$ cat src/expected_reciprocal_rank_accum_macros.svh
// ---------------------------------------------------------------------------
// ERR accumulator assertion macros
// Shared concurrent assertion forms, clocked on clock and disabled in reset.
// ---------------------------------------------------------------------------
`ifndef EXPECTED_RECIPROCAL_RANK_ACCUM_MACROS_SVH
`define EXPECTED_RECIPROCAL_RANK_ACCUM_MACROS_SVH

// Same-cycle implication.
`define ERRAC_ASSERT_IMP(lbl, ante, cons) \
   lbl: assert property (@(posedge clock) disable iff (reset) (ante) |-> (cons)) \
      else $error("errac assertion failed");

// Next-cycle implication.
`define ERRAC_ASSERT_NXT(lbl, ante, cons) \
   lbl: assert property (@(posedge clock) disable iff (reset) (ante) |=> (cons)) \
      else $error("errac assertion failed");

`endif

$ cat src/errac_pkg.sv
// ---------------------------------------------------------------------------
// ERR accumulator package
// Widths, fixed-point constants and the queue item shared by the modules.
// ---------------------------------------------------------------------------
package errac_pkg;

   localparam int FRAC_BITS  = 32;
   localparam int RANK_BITS  = 16;
   localparam int Q_W        = FRAC_BITS + 1;
   localparam int PROD_W     = 2 * FRAC_BITS;
   localparam int CNT_W      = $clog2(Q_W + 1);
   localparam int SHIFT_W    = $clog2(FRAC_BITS + 1);
   localparam int LEVEL_W    = 4;
   localparam int CFG_W      = 5;
   localparam int NUMER_W    = 12;
   localparam int RANK_OUT_W = 16;
   localparam int QUEUE_DEPTH = 2;
   localparam int QPTR_W     = $clog2(QUEUE_DEPTH);
   localparam int QCNT_W     = $clog2(QUEUE_DEPTH + 1);

   localparam logic [Q_W-1:0]       ONE_Q    = Q_W'(1) << FRAC_BITS;
   localparam logic [RANK_BITS-1:0] RANK_MAX = '1;
   localparam logic [RANK_BITS-1:0] RANK_ONE = RANK_BITS'(1);

   localparam logic [CFG_W-1:0]   LEVELS_RESET = CFG_W'(6);
   localparam logic [CFG_W-1:0]   LEVELS_MIN   = CFG_W'(1);
   localparam logic [CFG_W-1:0]   LEVELS_MAX   = CFG_W'(16);
   localparam logic [LEVEL_W-1:0] GAIN_FLOOR   = LEVEL_W'(3);

   // One classified document waiting for the arithmetic back end.
   typedef struct packed {
      logic [FRAC_BITS-1:0] gain;
      logic                 last;
   } item_type;

endpackage

$ cat src/errac_front.sv
// ---------------------------------------------------------------------------
// ERR accumulator front end
// Holds the level count register and turns each level into its gain.
// ---------------------------------------------------------------------------
module errac_front (
   input  logic                           clock,
   input  logic                           reset,
   input  logic                           csr_valid,
   output logic                           csr_ready,
   input  logic [errac_pkg::CFG_W-1:0]    csr_data,
   input  logic                           req_tvalid,
   output logic                           req_tready,
   input  logic [errac_pkg::LEVEL_W-1:0]  doc_grade,
   input  logic                           query_last,
   input  logic                           q_full,
   output logic                           q_push,
   output errac_pkg::item_type            q_item
);

   logic [errac_pkg::CFG_W-1:0]   num_levels_ff;
   logic [errac_pkg::CFG_W-1:0]   num_levels_in;
   logic [errac_pkg::CFG_W-1:0]   levels;
   logic [errac_pkg::LEVEL_W-1:0] level_top;
   logic [errac_pkg::LEVEL_W-1:0] level;
   logic [errac_pkg::NUMER_W-1:0] numer;
   logic [errac_pkg::SHIFT_W-1:0] shift;

   assign csr_ready  = 1'b1;
   assign req_tready = !q_full;
   assign q_push     = req_tvalid && !q_full;

   always_comb begin
      num_levels_in = num_levels_ff;
      if (csr_valid) begin
         num_levels_in = csr_data;
      end
   end

   always_ff @(posedge clock) begin
      if (reset) begin
         num_levels_ff <= errac_pkg::LEVELS_RESET;
      end else begin
         num_levels_ff <= num_levels_in;
      end
   end

   // Clamp the register and the level, then gain = (2^(L-3)-1) / 2^(levels-1),
   // which is an exact left shift in Q0.32 since levels-1 never exceeds 15.
   always_comb begin
      if (num_levels_ff < errac_pkg::LEVELS_MIN) begin
         levels = errac_pkg::LEVELS_MIN;
      end else if (num_levels_ff > errac_pkg::LEVELS_MAX) begin
         levels = errac_pkg::LEVELS_MAX;
      end else begin
         levels = num_levels_ff;
      end
      level_top = errac_pkg::LEVEL_W'(levels - errac_pkg::LEVELS_MIN);
      level     = (doc_grade > level_top) ? level_top : doc_grade;
      numer     = (errac_pkg::NUMER_W'(1) << (level - errac_pkg::GAIN_FLOOR))
                  - errac_pkg::NUMER_W'(1);
      shift     = errac_pkg::SHIFT_W'(errac_pkg::FRAC_BITS)
                  - errac_pkg::SHIFT_W'(level_top);
      q_item.last = query_last;
      if (level > errac_pkg::GAIN_FLOOR) begin
         q_item.gain = errac_pkg::FRAC_BITS'(numer) << shift;
      end else begin
         q_item.gain = '0;
      end
   end

endmodule

$ cat src/errac_fifo.sv
// ---------------------------------------------------------------------------
// ERR accumulator item queue
// Two-entry queue that decouples the front end from the arithmetic.
// ---------------------------------------------------------------------------
module errac_fifo (
   input  logic                clock,
   input  logic                reset,
   input  logic                push,
   input  errac_pkg::item_type push_item,
   output logic                full,
   input  logic                pop,
   output logic                not_empty,
   output errac_pkg::item_type head_item
);

   errac_pkg::item_type                   entry_ff [errac_pkg::QUEUE_DEPTH];
   logic [errac_pkg::QPTR_W-1:0]          wr_ptr_ff;
   logic [errac_pkg::QPTR_W-1:0]          wr_ptr_in;
   logic [errac_pkg::QPTR_W-1:0]          rd_ptr_ff;
   logic [errac_pkg::QPTR_W-1:0]          rd_ptr_in;
   logic [errac_pkg::QCNT_W-1:0]          count_ff;
   logic [errac_pkg::QCNT_W-1:0]          count_in;
   logic                                  do_pop;

   assign full      = (count_ff == errac_pkg::QCNT_W'(errac_pkg::QUEUE_DEPTH));
   assign not_empty = (count_ff != '0);
   assign head_item = entry_ff[rd_ptr_ff];
   assign do_pop    = pop && not_empty;

   always_comb begin
      wr_ptr_in = push ? wr_ptr_ff + errac_pkg::QPTR_W'(1) : wr_ptr_ff;
      rd_ptr_in = do_pop ? rd_ptr_ff + errac_pkg::QPTR_W'(1) : rd_ptr_ff;
      count_in  = count_ff;
      if (push && !do_pop) begin
         count_in = count_ff + errac_pkg::QCNT_W'(1);
      end else if (do_pop && !push) begin
         count_in = count_ff - errac_pkg::QCNT_W'(1);
      end
   end

   always_ff @(posedge clock) begin
      if (reset) begin
         wr_ptr_ff <= '0;
         rd_ptr_ff <= '0;
         count_ff  <= '0;
      end else begin
         wr_ptr_ff <= wr_ptr_in;
         rd_ptr_ff <= rd_ptr_in;
         count_ff  <= count_in;
      end
   end

   always_ff @(posedge clock) begin
      if (push) begin
         entry_ff[wr_ptr_ff] <= push_item;
      end
   end

endmodule

$ cat src/errac_back.sv
// ---------------------------------------------------------------------------
// ERR accumulator back end
// Multiplies, divides by the rank and updates the query state per document.
// ---------------------------------------------------------------------------
`include "expected_reciprocal_rank_accum_macros.svh"

module errac_back (
   input  logic                              clock,
   input  logic                              reset,
   input  logic                              q_valid,
   input  errac_pkg::item_type               q_item,
   output logic                              q_pop,
   output logic                              rsp_tvalid,
   input  logic                              rsp_tready,
   output logic [errac_pkg::Q_W-1:0]         err_value,
   output logic [errac_pkg::RANK_OUT_W-1:0]  rank_out,
   output logic                              is_final
);

   typedef enum logic [2:0] {
      ST_IDLE,
      ST_MUL,
      ST_ADJ,
      ST_DIV,
      ST_DONE
   } state_type;

   state_type                              state_ff, state_in;
   logic [errac_pkg::Q_W-1:0]              p_ff, p_in;
   logic [errac_pkg::Q_W-1:0]              err_ff, err_in;
   logic [errac_pkg::RANK_BITS-1:0]        rank_ff, rank_in;
   logic [errac_pkg::FRAC_BITS-1:0]        gain_ff, gain_in;
   logic                                   last_ff, last_in;
   logic [errac_pkg::PROD_W-1:0]           prod_ff, prod_in;
   logic [errac_pkg::Q_W-1:0]              hi_ff, hi_in;
   logic                                   frac_ff, frac_in;
   logic [errac_pkg::Q_W-1:0]              quo_ff, quo_in;
   logic [errac_pkg::RANK_BITS-1:0]        rem_ff, rem_in;
   logic [errac_pkg::CNT_W-1:0]            cnt_ff, cnt_in;
   logic                                   out_valid_ff, out_valid_in;
   logic [errac_pkg::Q_W-1:0]              out_err_ff, out_err_in;
   logic [errac_pkg::RANK_OUT_W-1:0]       out_rank_ff, out_rank_in;
   logic                                   out_last_ff, out_last_in;

   logic [errac_pkg::PROD_W:0]             x_full;
   logic [errac_pkg::RANK_BITS:0]          rem_shift;
   logic [errac_pkg::RANK_BITS:0]          rem_diff;
   logic                                   quo_bit;
   logic [errac_pkg::Q_W:0]                err_sum;
   logic [errac_pkg::Q_W-1:0]              p_drop;
   logic                                   out_free;
   logic                                   done_fire;
   logic                                   state_cleared;

   assign out_free   = !out_valid_ff || rsp_tready;
   assign done_fire  = (state_ff == ST_DONE) && out_free;
   assign q_pop      = (state_ff == ST_IDLE) && q_valid;
   assign rsp_tvalid = out_valid_ff;
   assign err_value  = out_err_ff;
   assign rank_out   = out_rank_ff;
   assign is_final   = out_last_ff;

   assign state_cleared = (p_ff == errac_pkg::ONE_Q) && (err_ff == '0)
                          && (rank_ff == errac_pkg::RANK_ONE);

   always_comb begin
      state_in     = state_ff;
      p_in         = p_ff;
      err_in       = err_ff;
      rank_in      = rank_ff;
      gain_in      = gain_ff;
      last_in      = last_ff;
      prod_in      = prod_ff;
      hi_in        = hi_ff;
      frac_in      = frac_ff;
      quo_in       = quo_ff;
      rem_in       = rem_ff;
      cnt_in       = cnt_ff;
      out_valid_in = out_valid_ff && !rsp_tready;
      out_err_in   = out_err_ff;
      out_rank_in  = out_rank_ff;
      out_last_in  = out_last_ff;

      // p * gain: low word through the multiplier, the integer bit of p
      // adds gain one word up.
      x_full = {1'b0, prod_ff}
               + (p_ff[errac_pkg::FRAC_BITS] ?
                  {1'b0, gain_ff, errac_pkg::FRAC_BITS'(0)} : '0);

      // One restoring division step, quotient shifted in from the bottom.
      rem_shift = {rem_ff, quo_ff[errac_pkg::Q_W-1]};
      rem_diff  = rem_shift - {1'b0, rank_ff};
      quo_bit   = (rem_shift >= {1'b0, rank_ff});

      err_sum = {1'b0, err_ff} + {1'b0, quo_ff};
      // 1 - gain in place of a second product: p - ceil(p*gain).
      p_drop  = hi_ff + errac_pkg::Q_W'(frac_ff);

      case (state_ff)
         ST_IDLE: begin
            if (q_valid) begin
               gain_in  = q_item.gain;
               last_in  = q_item.last;
               state_in = ST_MUL;
            end
         end
         ST_MUL: begin
            prod_in  = p_ff[errac_pkg::FRAC_BITS-1:0] * gain_ff;
            state_in = ST_ADJ;
         end
         ST_ADJ: begin
            hi_in    = x_full[errac_pkg::PROD_W:errac_pkg::FRAC_BITS];
            frac_in  = |x_full[errac_pkg::FRAC_BITS-1:0];
            quo_in   = x_full[errac_pkg::PROD_W:errac_pkg::FRAC_BITS];
            rem_in   = '0;
            cnt_in   = errac_pkg::CNT_W'(errac_pkg::Q_W - 1);
            state_in = ST_DIV;
         end
         ST_DIV: begin
            rem_in = quo_bit ? rem_diff[errac_pkg::RANK_BITS-1:0]
                             : rem_shift[errac_pkg::RANK_BITS-1:0];
            quo_in = {quo_ff[errac_pkg::Q_W-2:0], quo_bit};
            cnt_in = cnt_ff - errac_pkg::CNT_W'(1);
            if (cnt_ff == '0) begin
               state_in = ST_DONE;
            end
         end
         ST_DONE: begin
            if (out_free) begin
               out_valid_in = 1'b1;
               out_err_in   = (err_sum > {1'b0, errac_pkg::ONE_Q}) ?
                              errac_pkg::ONE_Q : err_sum[errac_pkg::Q_W-1:0];
               out_rank_in  = errac_pkg::RANK_OUT_W'(rank_ff);
               out_last_in  = last_ff;
               if (last_ff) begin
                  p_in    = errac_pkg::ONE_Q;
                  err_in  = '0;
                  rank_in = errac_pkg::RANK_ONE;
               end else begin
                  p_in    = p_ff - p_drop;
                  err_in  = out_err_in;
                  rank_in = (rank_ff == errac_pkg::RANK_MAX) ? rank_ff
                            : rank_ff + errac_pkg::RANK_ONE;
               end
               state_in = ST_IDLE;
            end
         end
         default: begin
            state_in = ST_IDLE;
         end
      endcase
   end

   always_ff @(posedge clock) begin
      if (reset) begin
         state_ff     <= ST_IDLE;
         p_ff         <= errac_pkg::ONE_Q;
         err_ff       <= '0;
         rank_ff      <= errac_pkg::RANK_ONE;
         out_valid_ff <= 1'b0;
      end else begin
         state_ff     <= state_in;
         p_ff         <= p_in;
         err_ff       <= err_in;
         rank_ff      <= rank_in;
         out_valid_ff <= out_valid_in;
      end
      gain_ff     <= gain_in;
      last_ff     <= last_in;
      prod_ff     <= prod_in;
      hi_ff       <= hi_in;
      frac_ff     <= frac_in;
      quo_ff      <= quo_in;
      rem_ff      <= rem_in;
      cnt_ff      <= cnt_in;
      out_err_ff  <= out_err_in;
      out_rank_ff <= out_rank_in;
      out_last_ff <= out_last_in;
   end

   `ERRAC_ASSERT_IMP(a_stay_le_one, 1'b1, p_ff <= errac_pkg::ONE_Q)
   `ERRAC_ASSERT_IMP(a_err_le_one, 1'b1, err_ff <= errac_pkg::ONE_Q)
   `ERRAC_ASSERT_IMP(a_rank_nonzero, 1'b1, rank_ff != '0)
   `ERRAC_ASSERT_IMP(a_rem_below_rank, state_ff == ST_DIV, rem_ff < rank_ff)
   `ERRAC_ASSERT_NXT(a_query_cleared, done_fire && last_ff, state_cleared)

endmodule

$ cat src/expected_reciprocal_rank_accum.sv
// A request popped by the idle back end passes the multiply, adjust, 33-step restoring divide
// and done states; the back end takes no further request until its response is registered.
// The front end and a two-entry queue take up to two further requests while the divider runs.
// Reset (synchronous, active high) sets the level count to 6, the stay probability to one,
// ERR to zero, the rank to one, and empties the queue and the result register.
// ---------------------------------------------------------------------------
// Expected reciprocal rank accumulator
// Running ERR over the ranked documents of a query, in unsigned Q1.32.
// ---------------------------------------------------------------------------
module expected_reciprocal_rank_accum (
   input  logic        clock,
   input  logic        reset,
   // Configuration: number of relevance levels.
   input  logic        csr_valid,
   output logic        csr_ready,
   input  logic [4:0]  csr_data,     // num_levels
   // Request channel.
   input  logic        req_tvalid,
   output logic        req_tready,
   input  logic [7:0]  req_tdata,    // [3:0] doc_grade, [7:4] zero
   input  logic        req_tlast,    // query_last
   // Response channel.
   output logic        rsp_tvalid,
   input  logic        rsp_tready,
   output logic [55:0] rsp_tdata,    // [32:0] err_value, [48:33] rank_out, [55:49] zero
   output logic        rsp_tlast     // is_final
);

   // The front end classifies each request into a gain and queues it; the
   // back end owns the query state and runs multiply, adjust and divide.
   errac_pkg::item_type                    front_item;
   errac_pkg::item_type                    head_item;
   logic                                   q_push;
   logic                                   q_full;
   logic                                   q_pop;
   logic                                   q_not_empty;
   logic [errac_pkg::Q_W-1:0]              err_value;
   logic [errac_pkg::RANK_OUT_W-1:0]       rank_out;

   errac_front u_front (
      .clock      (clock),
      .reset      (reset),
      .csr_valid  (csr_valid),
      .csr_ready  (csr_ready),
      .csr_data   (csr_data),
      .req_tvalid (req_tvalid),
      .req_tready (req_tready),
      .doc_grade  (req_tdata[errac_pkg::LEVEL_W-1:0]),
      .query_last (req_tlast),
      .q_full     (q_full),
      .q_push     (q_push),
      .q_item     (front_item)
   );

   errac_fifo u_fifo (
      .clock     (clock),
      .reset     (reset),
      .push      (q_push),
      .push_item (front_item),
      .full      (q_full),
      .pop       (q_pop),
      .not_empty (q_not_empty),
      .head_item (head_item)
   );

   errac_back u_back (
      .clock      (clock),
      .reset      (reset),
      .q_valid    (q_not_empty),
      .q_item     (head_item),
      .q_pop      (q_pop),
      .rsp_tvalid (rsp_tvalid),
      .rsp_tready (rsp_tready),
      .err_value  (err_value),
      .rank_out   (rank_out),
      .is_final   (rsp_tlast)
   );

   // Pack the result fields from the lowest bit up, zero-filled to whole bytes.
   assign rsp_tdata = {7'b0, rank_out, err_value};

endmodule

$ cat config.mk
export PLATFORM = sky130hd
export DESIGN_NAME = expected_reciprocal_rank_accum
export DESIGN_NICKNAME = d
export VERILOG_FILES = /design/src/errac_pkg.sv /design/src/errac_front.sv /design/src/errac_fifo.sv /design/src/errac_back.sv /design/src/expected_reciprocal_rank_accum.sv
export VERILOG_INCLUDE_DIRS = /design/src /design/src/src
export SDC_FILE = /design/constraint.sdc
export NUM_CORES = 2
export LEC_CHECK = 0
export BUFFER_PORTS_ARGS = -buffer_cell sky130_fd_sc_hd__buf_2
export CELL_PAD_IN_SITES_DETAIL_PLACEMENT = 1
export CELL_PAD_IN_SITES_GLOBAL_PLACEMENT = 2
export CORE_MARGIN = 10
export CORE_UTILIZATION = 30
export DETAILED_ROUTE_END_ITERATION = 6
export PLACE_DENSITY_LB_ADDON = 0.1
export SLEW_MARGIN = 20
export SYNTH_ARGS = -nofsm -noshare
export SYNTH_HDL_FRONTEND = slang
export SYNTH_HIERARCHICAL = 1
export SYNTH_SLANG_ARGS = --single-unit
$ cat constraint.sdc
create_clock -name clock -period 13.3 [get_ports clock]
set_input_delay 2.66 -clock clock [delete_from_list [all_inputs] [get_ports clock]]
set_output_delay 2.66 -clock clock [all_outputs]
set_load 0.1 [all_outputs]
Word-level counts from Yosys, hierarchy flattened
Memory sizes are Yosys's and may differ from the RTL's. A register that Yosys moved wholly into a read port is not among the register bits.
Cells that the tools add are included.

word-level totals
  bits in writable memories = 66
  bits of input ports = 19
  word-level logic and storage cells = 99
  output and inout bits = 60
  register bits after elaboration = 298
  memories = 1

memory list
  memory           words  bits a word  rd ports  clocked after Yosys merged registers in  wr ports  RTL line          text
  u_fifo.entry_ff  2      33           1         1                                        1         errac_fifo.sv:16  errac_pkg::item_type entry_ff [errac_pkg::QUEUE_DEPTH];

operators by class
  eq/ne operators = 10
  $lt $le $gt $ge = 6
  $add $sub $neg = 15
  multiply operators = 1
  shifts and indexed selects = 2
  multiplexer cells = 24
  reduce and logical (&&, ||, !) cells = 22

operators by type and width
  kind                                                                               count
  33-bit 2-to-1 mux                                                                  3
  33-bit case mux with 2 select lines                                                1
  64-bit by 65-bit adder with 65-bit output                                          1
  32-bit by 32-bit multiplier with 64-bit output                                     1
  64-bit 2-to-1 mux                                                                  1
  16-bit 2-to-1 mux                                                                  3
  33-bit by 33-bit adder with 34-bit output                                          1
  34-bit by 33-bit greater-than comparator with 1-bit output, second input constant  1
  33-bit by 1-bit adder with 33-bit output                                           1
  33-bit subtractor                                                                  1
  32-bit 2-to-1 mux                                                                  1
  16-bit case mux with 2 select lines                                                1
  32-bit OR reduction                                                                1
  12-bit by 6-bit left shift with 32-bit output                                      1
  17-bit by 16-bit greater-or-equal comparator with 1-bit output                     1
  16-bit by 1-bit adder with 16-bit output, second input constant                    1
  16-bit == test, second input constant                                              1
  16-bit subtractor                                                                  1
  3-bit case mux with 5 select lines                                                 1
  4-bit 2-to-1 mux                                                                   3
  6-bit case mux with 2 select lines                                                 1
  1-bit by 4-bit left shift with 12-bit output, first input constant                 1
  12-bit by 2-bit subtractor with 12-bit output, second input constant               1
  3-bit 2-to-1 mux                                                                   3
  26 further kinds                                                                   48

Depth between registers and ports, before layout
  depth after elaboration = 11
  gate-level depth with buffers = 30
  depth with buffers taken out = 29

By module
Netlist, hierarchy kept.

modules (own cells, without submodules)
  module                          seq. area each (um^2)  cells each  times used  area an instance (um^2)
  errac_back                      8808.4                 5395        1           50529.7
  errac_fifo                      2082.0                 125         1           2592.5
  errac_front                     100.1                  318         1           2060.7
  expected_reciprocal_rank_accum  0.0                    8           1           56.3

Least setup slack after synthesis
Ideal clock, no wire load.

  kind = flip-flop to flip-flop
  start = register u_back/gain_ff[8] in the netlist's numbering
  end = register u_back/prod_ff[61] in the netlist's numbering (data pin)
  data required time = 13042 ps
  arrival time = 7263 ps
  library setup time = 258 ps
  cell stages (with the launch flop) = 28
  clock period less this slack = 7521 ps
  path buffers = 3
  slack = 5779 ps
  cells stage by stage = edfxtp_1 clkbuf_1 and2_1 fa_1 fa_1 inv_1 fa_1 fa_1 inv_1 fa_1 fa_1 fa_1 inv_1 fa_1 inv_1 ha_1 clkbuf_1 and3_1 clkbuf_1 a21oi_1 o21ai_0 a21boi_0 nor2_1 a31oi_1 o311ai_0 a31o_2 a21oi_1 xnor2_1

on the way
  longest elaborated chain between the ends = 1

RTL lines
  element                                         RTL line           text
  start: declaration                              errac_back.sv:32   logic [errac_pkg::FRAC_BITS-1:0] gain_ff, gain_in;
  start signal: assignment                        errac_back.sv:168  gain_ff <= gain_in;
  32-bit by 32-bit multiplier with 64-bit output  errac_back.sv:108  prod_in = p_ff[errac_pkg::FRAC_BITS-1:0] * gain_ff;
  end signal: assignment                          errac_back.sv:170  prod_ff <= prod_in;
  end: declaration                                errac_back.sv:34   logic [errac_pkg::PROD_W-1:0] prod_ff, prod_in;

No other way between the ends.
A chain may end at the register's enable or synchronous reset.

Worst setup path after layout
  start = register u_back/p_ff[14] in the netlist's numbering
  end = register u_back/prod_ff[62] in the netlist's numbering (data pin)

on the way
  longest elaborated chain between the ends = 1

RTL lines
  element                                         RTL line           text
  start: declaration                              errac_back.sv:29   logic [errac_pkg::Q_W-1:0] p_ff, p_in;
  start signal: assignment                        errac_back.sv:157  p_ff <= errac_pkg::ONE_Q;
  start signal: assignment                        errac_back.sv:163  p_ff <= p_in;
  32-bit by 32-bit multiplier with 64-bit output  errac_back.sv:108

No other way between the ends.

==> parameters.txt <==
Parameter                              Value

Synthesis
  Cell accounting for the most synthesized area ... fa_1
  Netlist cell types ... a little over 90
  Number of enable flip-flop cells after synthesis ... 302
  Most frequent cells after synthesis ... 1032 x inv_1, 901 x fa_1, 771 x nand2_1, 577 x and2_1, 417 x ha_1
  Mean area per synthesized cell ... approximately 9.4 um2
  Synthesized area ... 55200 um2
  Sequential-to-total area share from yosys stat ... 0.199
  Area fraction of the dominant cell type after synthesis ... 0.327
  Fraction of registers with async set or reset after synthesis ... 0
  Top post-synthesis cells by area ... fa_1 33%, edfxtp_1 16%, ha_1 9.4%, inv_1 7.0%, and2_1 6.5%
  Most instantiated library cell after synthesis ... inv_1
  Total number of yosys warnings ... 6
  Most used flip-flop cell after synthesis ... edfxtp_1
  Cell count after synthesis ... 5846
  Register bit total from synthesis ... about 400

Routing
  WL final ... 185000 um
  Iteration count of the initial detailed-routing pass ... 5
  Number of vias per cell ... 4.80
  Vias after detailed routing ... about 40k
  Number of remaining DRC errors ... 0
  Final antenna-violating net count ... 0
  Detailed-route wire length per cell ... 22.2 um
  Drt initial violations ... 1677

Setup path
  Critical Path Max Stage Delay ... 0.89 ns
  Type of the worst setup path ... reg2reg
  Critical Path RT ... 13.70 ns
  Slack of the worst reg-to-reg path ... 3.17 ns
  Capturing point of the worst reg2reg path ... u_back/prod_ff[62]$_DFFE_PP_
  Sort of element at the start of the critical path ... register
  Crit path top cell by count ... fa_1
  Data arrival time at the worst-slack endpoint ... 10.54 ns
  Category of the worst setup path capture point ... register
  Cell type group with the largest total delay on the critical path ... adder cells
  Sum of buffers and inverters on the critical path ... 6
  Library cell contributing the largest single delay on the critical path ... a211oi_1
  Highest fanout seen on the critical path ... 22
  Worst flop-to-flop path startpoint ... u_back/p_ff[14]$_SDFFE_PP0P_
  Worst-case reg-to-reg path depth ... 27

CTS
  Cell at the root of the clock tree ... clkbuf_16
  Clock latency of the later-clocked register in the worst-skew pair ... 0.67 ns
  Buffers inserted by post-CTS timing repair ... 0
  Sinks on Clock Net ... between 300 and 400
  H-tree depth ... 2
  Number of buffers added by the clock tree synthesis step ... 53
  CTS tree ... built
  Reg clk slew, reported paths ... 0.06 ns
  Cts repair resizes ... 0
  Max clock buf depth ... 3
  Cts hold-fix bufs ... 0

Hold path
  HP Class ... reg2reg
  Start point of the worst min-delay path ... u_back/rank_ff[6]$_SDFFE_PP0P_
  Hold Path Depth ... 0
  Min-Delay Endpoint ... u_back/rank_out[6]$_DFFE_PP_

Finish
  Net count, final ... 7131
  Final non-filler cell total ... approximately 8.3k
  Area growth from synthesis to layout ... 9.08%
  Filler Cell Count ... 21.0k
  Layout cell share with drive strength beyond 1 ... 0.0618
  Area occupied by registers ... 11000 um2
  Area of the multi-input gates ... 39200 um2

Floorplan
  Core footprint ... 183000 um2
  Total die area ... 202000 um2
  Floorplan die width ... 449 um
  DIE HEIGHT ... about 450 um
  Initial standard-cell utilization of the core ... 0.302
  I/O pin cnt ... 79
  Number of rows created at floorplan ... ~160

GRT
  Via count of the first global-routing pass ... 45.3k
  First-pass GRT wire length ... about 290000 um
  Total global-route track usage ... 0.185
  Number of antenna violations at the first check in global routing ... 16
  Total gr overflow ... 0
  Pin count of the biggest net entering global routing ... 60

Outcome
  Run status ... completed

STA
  Final-layout setup total negative slack ... 0 ns
  Max-slew violation total from the final report ... 0
  RSZ-0062 raised after global routing ... no
  Hold Vio Cnt, Final ... 0
  Setup clock skew after layout ... 0.0294 ns
  Maximum clock rate ... 98.7 MHz
  Clock period minus worst slack ... approximately 10 ns
  Number of failing setup endpoints in the final timing report ... 0
  Worst slew pin tran ... 1.12 ns
  Period Utilization, post-route ... 0.762
  Worst slew margin relative to its limit ... 0.247

Power and ir drop
  Leakage power ... 27.5 nW
  Power Dens Cells ... 106 nW/um2
  Peak supply drop ... 0.0905 mV

Job
  Max-cap violations ... 0

Place
  Count of input and output buffers ... 66
  Placed cell count ... about 8.2k
  GP Congestion ... roughly 0.80
  DP HPWL ... 137000 um
## cell type report
type / instances / share of cell area
clock inverter: 29 / 0.00677
antenna: 13 / 0.000540
clock buffer: 69 / 0.0238
sequential: 398 / 0.182
tap: 2464 / 0.0512
multi-input combinational: 4129 / 0.651
timing repair buffer: 178 / 0.0201
inverter: 1034 / 0.0644
## routing by layer
| layer | part of all wire | vias up | routed length [um] | track usage |
|---|---|---|---|---|
| met4 | 0.020 | 0 | 3700 | 0.0381 |
| met1 | 0.43 | 20900 | 80000 | 0.230 |
| met2 | 0.52 | 472 | 96700 | 0.344 |
| li1 | - | 18400 | - | - |
| met3 | 0.025 | 171 | 4580 | 0.0163 |
| met5 | 0 | - | 0 | 0 |
## kinds of logic after synthesis
group	after synthesis	share of synthesized area
and+or+nand+nor	1856	0.165
buffers and inverters	1333	0.0929
adders and majority gates	1318	0.421
AOI/OAI and AO/OA	719	0.0855
DFF	398	0.199
xor gates and xnor gates	171	0.0272
muxes	48	0.00963
other	3	0.000204
## stage by stage
stage	hold slack, ns	setup WS, ns	utilization	instance area, um2	power [mW]
2_1_floorplan	0.408	5.78	-	55300	3.68
3_3_place_gp	0.424	3.11	0.319	58400	4.88
3_5_place_dp	0.443	3.07	0.319	58400	4.90
4_1_cts	0.458	3.03	0.329	60200	6.51
5_1_grt	0.469	2.61	0.329	60200	6.81
6_report	0.450	3.17	0.329	60300	6.36
## worst max-delay path by stage
stage,start,endpoint,slack (ns),cells after the start
2_1_floorplan,u_back/gain_ff[8]$_DFFE_PP_,u_back/prod_ff[61]$_DFFE_PP_,5.78,27
3_3_place_gp,u_back/p_ff[14]$_SDFFE_PP0P_,u_back/prod_ff[62]$_DFFE_PP_,3.11,27
3_5_place_dp,u_back/p_ff[14]$_SDFFE_PP0P_,u_back/prod_ff[62]$_DFFE_PP_,3.07,27
4_1_cts,u_back/p_ff[14]$_SDFFE_PP0P_,u_back/prod_ff[62]$_DFFE_PP_,3.03,27
5_1_grt,u_back/p_ff[14]$_SDFFE_PP0P_,u_back/prod_ff[62]$_DFFE_PP_,2.61,27
6_report,u_back/p_ff[14]$_SDFFE_PP0P_,u_back/prod_ff[62]$_DFFE_PP_,3.17,27
## flip-flops by register name, indices dropped and copies added, names as in the netlist, 3 cells and up, named ones only
name,cells
u_back/cnt_ff,6
u_back/rank_out,16
u_front/num_levels_ff,5
u_back/err_ff,33
u_fifo/entry_ff,66
u_back/rem_ff,16
u_back/err_value,33
u_back/p_ff,33
u_back/gain_ff,32
u_back/rank_ff,16
u_back/hi_ff,33
u_back/prod_ff,64
u_back/state_ff,3
u_back/quo_ff,33
## layout by cell type (no fill, tap or decap), types with 17 or more instances in the layout
master / synthesis / final
a21oi_1: 178 / 178
a211oi_1: 34 / 34
o21a_1: 20 / 20
o31ai_1: 34 / 34
ha_1: 417 / 417
buf_4: 22 / 109
a31oi_1: 29 / 29
nand4_1: 31 / 31
conb_1: 3 / 17
o211ai_1: 21 / 21
fa_1: 901 / 901
inv_1: 1032 / 1031
nor2_1: 216 / 215
buf_2: 7 / 66
and3_1: 28 / 28
nand3_1: 61 / 61
a21o_1: 86 / 86
nor3_1: 46 / 45
clkbuf_16: 0 / 53
xor2_1: 60 / 60
mux2_2: 41 / 41
o21bai_1: 26 / 26
and2_1: 577 / 575
nand2_1: 771 / 770
nor2b_1: 23 / 21
nand2b_1: 20 / 20
dfxtp_1: 96 / 94
a22oi_1: 17 / 17
xnor2_1: 110 / 110
o21ai_0: 141 / 141
edfxtp_1: 302 / 302
## power by group
group,internal [mW],switching [mW]
clock,0.935,0.610
sequential,1.73,0.162
combinational,0.848,2.07
## worst reg2reg max path, cell delays in order (launching register included)
cell      delay (ns)
dfxtp_1         0.88
buf_4           0.54
nand2_1         0.17
fa_1            0.56
inv_1           0.05
fa_1            0.48
inv_1           0.07
fa_1            0.54
inv_1           0.06
fa_1            0.50
inv_1           0.07
fa_1            0.41
inv_1           0.08
fa_1            0.44
fa_1            0.51
fa_1            0.42
ha_1            0.37
a21oi_1         0.35
nand2_1         0.09
a21o_1          0.22
a211oi_1        0.89
nor2b_1         0.14
a211oi_1        0.56
o311ai_1        0.28
a31oi_1         0.56
o21ai_1         0.22
a221oi_1        0.33
xnor2_1         0.10
Power figures use the tool's default switching activity.
